--- config.mk ---
export PLATFORM = sky130hd
export DESIGN_NAME = acm_glyph_match
export DESIGN_NICKNAME = d
export VERILOG_FILES = /design/src/rtl/acm_pkg.sv /design/src/rtl/acm_glyph_match.sv
export SDC_FILE = /design/constraint.sdc
export NUM_CORES = 2
export LEC_CHECK = 0
export ABC_AREA = 1
export BUFFER_PORTS_ARGS = -buffer_cell sky130_fd_sc_hd__buf_2
export CAP_MARGIN = 20
export CELL_PAD_IN_SITES_DETAIL_PLACEMENT = 1
export CELL_PAD_IN_SITES_GLOBAL_PLACEMENT = 2
export CORE_MARGIN = 1.5
export CORE_UTILIZATION = 30
export DETAILED_ROUTE_END_ITERATION = 16
export PLACE_DENSITY = 0.79
export SLEW_MARGIN = 20
export SYNTH_ARGS = -nofsm -noshare
export SYNTH_HDL_FRONTEND = slang
export SYNTH_SLANG_ARGS = --single-unit
--- constraint.sdc ---
create_clock -name clock -period 8.2 [get_ports clock]
set_clock_uncertainty 0.15 [all_clocks]
set_input_delay 0.41 -clock clock [delete_from_list [all_inputs] [get_ports clock]]
set_output_delay 0.41 -clock clock [all_outputs]
set_load 0.02 [all_outputs]
--- src/rtl/acm_pkg.sv ---
// shared constants and types for the ascii art cell matcher
`timescale 1ns / 1ps
package acm_pkg;

   localparam int GLYPH_GRID  = 10;
   localparam int GLYPH_COUNT = GLYPH_GRID * GLYPH_GRID;
   localparam int GLYPH_AW    = 7;
   localparam int GLYPH_SW    = 18;
   localparam int CELL_SW     = 13;
   localparam int DIST_W      = 34;
   localparam logic [7:0] CHAR_BASE = 8'd32;

   localparam int DEF_IMG_HEIGHT   = 720;
   localparam int DEF_IMG_WIDTH    = 480;
   localparam int DEF_OUT_ROWS     = 100;
   localparam int DEF_OUT_COLS     = 110;
   localparam int DEF_GLYPH_CELL_H = 25;
   localparam int DEF_GLYPH_CELL_W = 23;

   localparam logic [1:0] REQ_GLYPH = 2'd0;
   localparam logic [1:0] REQ_IMAGE = 2'd1;
   localparam logic [1:0] REQ_FINAL = 2'd2;
   localparam logic [1:0] REQ_QUERY = 2'd3;

   localparam logic RSP_DONE = 1'b0;
   localparam logic RSP_CHAR = 1'b1;

   typedef struct packed {
      logic valid;
      logic glyph;
   } store_ctl_type;

   typedef struct packed {
      logic                valid;
      logic [GLYPH_AW-1:0] idx;
   } match_ctl_type;

endpackage

--- src/rtl/acm_glyph_match.sv ---
// pipelined cross-multiplied distance and running best glyph search
`timescale 1ns / 1ps
module acm_glyph_match (
   input  logic                         clock,
   input  logic                         reset,
   input  acm_pkg::match_ctl_type       in_ctl,
   input  logic [acm_pkg::GLYPH_SW-1:0] glyph_sum,
   input  logic [acm_pkg::GLYPH_SW-1:0] glyph_low,
   input  logic                         glyph_flat,
   input  logic signed [acm_pkg::CELL_SW:0] cell_diff,
   input  logic [acm_pkg::CELL_SW-1:0]  cell_range,
   input  logic [acm_pkg::GLYPH_SW-1:0] glyph_range,
   output logic [acm_pkg::GLYPH_AW-1:0] best_idx,
   output logic                         done
);

   localparam int PW = acm_pkg::DIST_W - 1;

   logic                         a_valid_ff, b_valid_ff, done_ff;
   logic [acm_pkg::GLYPH_AW-1:0] a_idx_ff, b_idx_ff, best_idx_ff;
   logic signed [PW-1:0]         p1_ff, p2_ff, p1_in, p2_in;
   logic signed [PW-1:0]         a_ext, gr_ext, g_ext, cr_ext;
   logic signed [acm_pkg::GLYPH_SW:0] g_diff;
   logic signed [acm_pkg::DIST_W-1:0] diff;
   logic [acm_pkg::DIST_W-1:0]   d_ff, d_in, best_ff;

   always_comb begin
      g_diff = glyph_flat ? '0 :
               $signed({1'b0, glyph_sum}) - $signed({1'b0, glyph_low});
      a_ext  = PW'(cell_diff);
      gr_ext = PW'($signed({1'b0, glyph_range}));
      g_ext  = PW'(g_diff);
      cr_ext = PW'($signed({1'b0, cell_range}));
      p1_in  = a_ext * gr_ext;
      p2_in  = g_ext * cr_ext;
      diff   = acm_pkg::DIST_W'(p1_ff) - acm_pkg::DIST_W'(p2_ff);
      d_in   = diff[acm_pkg::DIST_W-1] ? acm_pkg::DIST_W'(-diff) : acm_pkg::DIST_W'(diff);
   end

   always_ff @(posedge clock) begin
      if (reset) begin
         a_valid_ff <= 1'b0;
         b_valid_ff <= 1'b0;
         done_ff    <= 1'b0;
      end else begin
         a_valid_ff <= in_ctl.valid;
         b_valid_ff <= a_valid_ff;
         done_ff    <= b_valid_ff && (b_idx_ff == acm_pkg::GLYPH_AW'(acm_pkg::GLYPH_COUNT - 1));
      end
   end

   always_ff @(posedge clock) begin
      a_idx_ff <= in_ctl.idx;
      p1_ff    <= p1_in;
      p2_ff    <= p2_in;
      b_idx_ff <= a_idx_ff;
      d_ff     <= d_in;
      // first glyph seeds the search, ties keep the earlier index
      if (b_valid_ff && ((b_idx_ff == '0) || (d_ff < best_ff))) begin
         best_ff     <= d_ff;
         best_idx_ff <= b_idx_ff;
      end
   end

   assign best_idx = best_idx_ff;
   assign done     = done_ff;

endmodule

==> flow_metrics.env <==
export IMPL_status="complete, no violations"
export IMPL_worstSetupPathType="in -> reg"
export IMPL_cts_resized=0
export IMPL_min_period_over_period=0.922
export IMPL_crit_required_ns=8.37
export IMPL_grt_pass1_wl_um=129000
export IMPL_tightestPinTransition_ns=0.937
export IMPL_clkTransAtPathRegs_ns=0.07
export IMPL_initial_core_util=0.302
export IMPL_grt_max_degree=35
export IMPL_maxCapViolations=0
export IMPL_slew_violations=0
export IMPL_drive_above_1_share=0.0627
export IMPL_slew_headroom=0.374
export IMPL_drtIter0Drc=811
export IMPL_hp_class="in -> reg"
export IMPL_slowest_delay_ns=0.50
export IMPL_dr_pass1_iters=5
export IMPL_antenna_cells=0
export IMPL_clock_sinks=158
export IMPL_postRouteWirelength_um=77100
export IMPL_yosysTopAreaCellShare=0.310
export IMPL_cp_common_cell="nand2_1"
export IMPL_drc_errors=0
export IMPL_critical_path_arrival_ns=7.73
export IMPL_max_clock_freq_ghz=0.132
export IMPL_grt_overflow_total=0
export IMPL_layout_common_cells="inv_1, nand2_1, fa_1, ha_1, nor2_1"
export IMPL_fin_nets=4486
export IMPL_cp_slowest_cell="fa_1"
export IMPL_syn_num_nets=4421
export IMPL_start_kind="input pin"
export IMPL_fin_crit_ns=7.56
export IMPL_hold_violations=0
export IMPL_grt_pass1_vias=24800
export IMPL_synth_largest_area_cell="fa_1"
export IMPL_synth_async_reset_ratio=0
export IMPL_ys_seq_elements=158
export IMPL_die_h_um=306
export IMPL_yosysSeqAreaShare=0.129
export IMPL_die_w_um=306
export IMPL_syn_avg_cell_area_um2=7.62
export IMPL_endpoint_kind="flip-flop"
export IMPL_syn_inst=3621
export IMPL_final_setup_tns_ns=0
export IMPL_cts_tree="built"
export IMPL_dp_hpwl_um=67200
export IMPL_whs_ns=0.0434
export IMPL_cp_max_fo=9
export IMPL_setup_viol_count_final=0
export IMPL_ios=100
export IMPL_final_common_cell="inv_1"
export IMPL_rsz0062_at_grt="false"
export IMPL_gp_congestion=0.853
export IMPL_numCtsBuffers=17
export IMPL_clockBufferDepth=2
export IMPL_die_area_um2=93800
export IMPL_io_buffers=99
export IMPL_grt_antenna_before_repair=0
export IMPL_syn_area_um2=27600
export IMPL_cp_top_family="adder cells"
export IMPL_core_area_um2=91400
export IMPL_rows=111
export IMPL_synthTopCellsByArea="fa_1, ha_1, inv_1, nand2_1, dfxtp_1"
export IMPL_antenna_left=0
export IMPL_synth_cell_types=52
export IMPL_cts_setup_buffers=0
export IMPL_vias=22300
export IMPL_synthFlopType="dfxtp_1"
export IMPL_path_buf_inv=10
export IMPL_root_buffer="clkbuf_16"
export IMPL_route_detailed_wl_per_inst_um=15.8
export IMPL_grt_usage=0.172
export IMPL_h_tree_depth=4
export IMPL_clkLatencyLatePin_ns=0.45
export IMPL_ctsHoldBuffers=8
export IMPL_synth_edf_count=41
export IMPL_routed_via_density=4.56
export IMPL_syn_to_final_growth_pct=9.06
export IMPL_yosysWarningCount=0
## per-stage QoR
stage                     setup slack, ns  instances  instance area (µm²)   util
after floorplan                      1.10       3621                27600      -
after global placement              0.235       4845                29400  0.322
after detailed placement            0.157       4845                29400  0.322
after CTS                           0.644       4885                30100  0.329
after global routing              0.00415       4885                30100  0.329
final                               0.642       4885                30100  0.329
## tightest hold or removal path: stages
cell and delay (ns):
buf_2 0.11, inv_1 0.05, nor2_1 0.04
## layer usage
metal | wire, µm | vias up | GRT usage
li1 | - | 10900 | -
met1 | 36200 | 11000 | 0.226
met2 | 37100 | 314 | 0.302
met3 | 2070 | 88 | 0.0158
met4 | 1730 | 0 | 0.0413
met5 | 0 | - | 0
## synthesized netlist by cell type, types with 20 or more instances
library cell,number
a21oi_1,122
nand3_1,93
fa_1,427
xnor2_1,33
xor2_1,60
or2_2,20
nor2_1,269
o21ai_0,47
nand2_1,842
ha_1,281
clkbuf_1,69
inv_1,933
edfxtp_1,41
nand4_1,81
dfxtp_1,117
## worst paths after layout
path	slack (ns)	cells past startpoint	startpoint	to
max	0.64	40	glyph_sum[0]	p2_ff[23]$_DFF_P_
min	0.04	3	in_ctl[7]	a_valid_ff$_SDFF_PP0_
max reg2reg	4.98	16	p2_ff[0]$_DFF_P_	d_ff[31]$_DFF_P_
min reg2reg	0.18	0	a_idx_ff[2]$_DFF_P_	b_idx_ff[2]$_DFF_P_
## kinds of logic after synthesis
group,Yosys count,share of synthesized area
fa+ha+maj,708,0.437
compound gates,243,0.0495
xor+xnor,93,0.0295
simple gates,1390,0.214
buf+inv,1029,0.141
flops,158,0.129
## layout make-up
class	count	area (µm²)
inverters	949	3560
fillers	11200	61300
well taps	1186	1480
multi-input cells	2434	20200
clock buffers	17	425
clock inverters	15	181
repair buffers	126	718
flip-flops and latches	158	3570
## flip-flops by register name, indices dropped and copies added, names as in the netlist
signal and flops:
done 1, d_ff 34, best_idx 7, best_ff 34
p2_ff 33, a_valid_ff 1, a_idx_ff 7, b_valid_ff 1
b_idx_ff 7, p1_ff 33
Power is not shown: default switching activity piles up to over one toggle a cycle in this logic, so the estimate is an artifact.
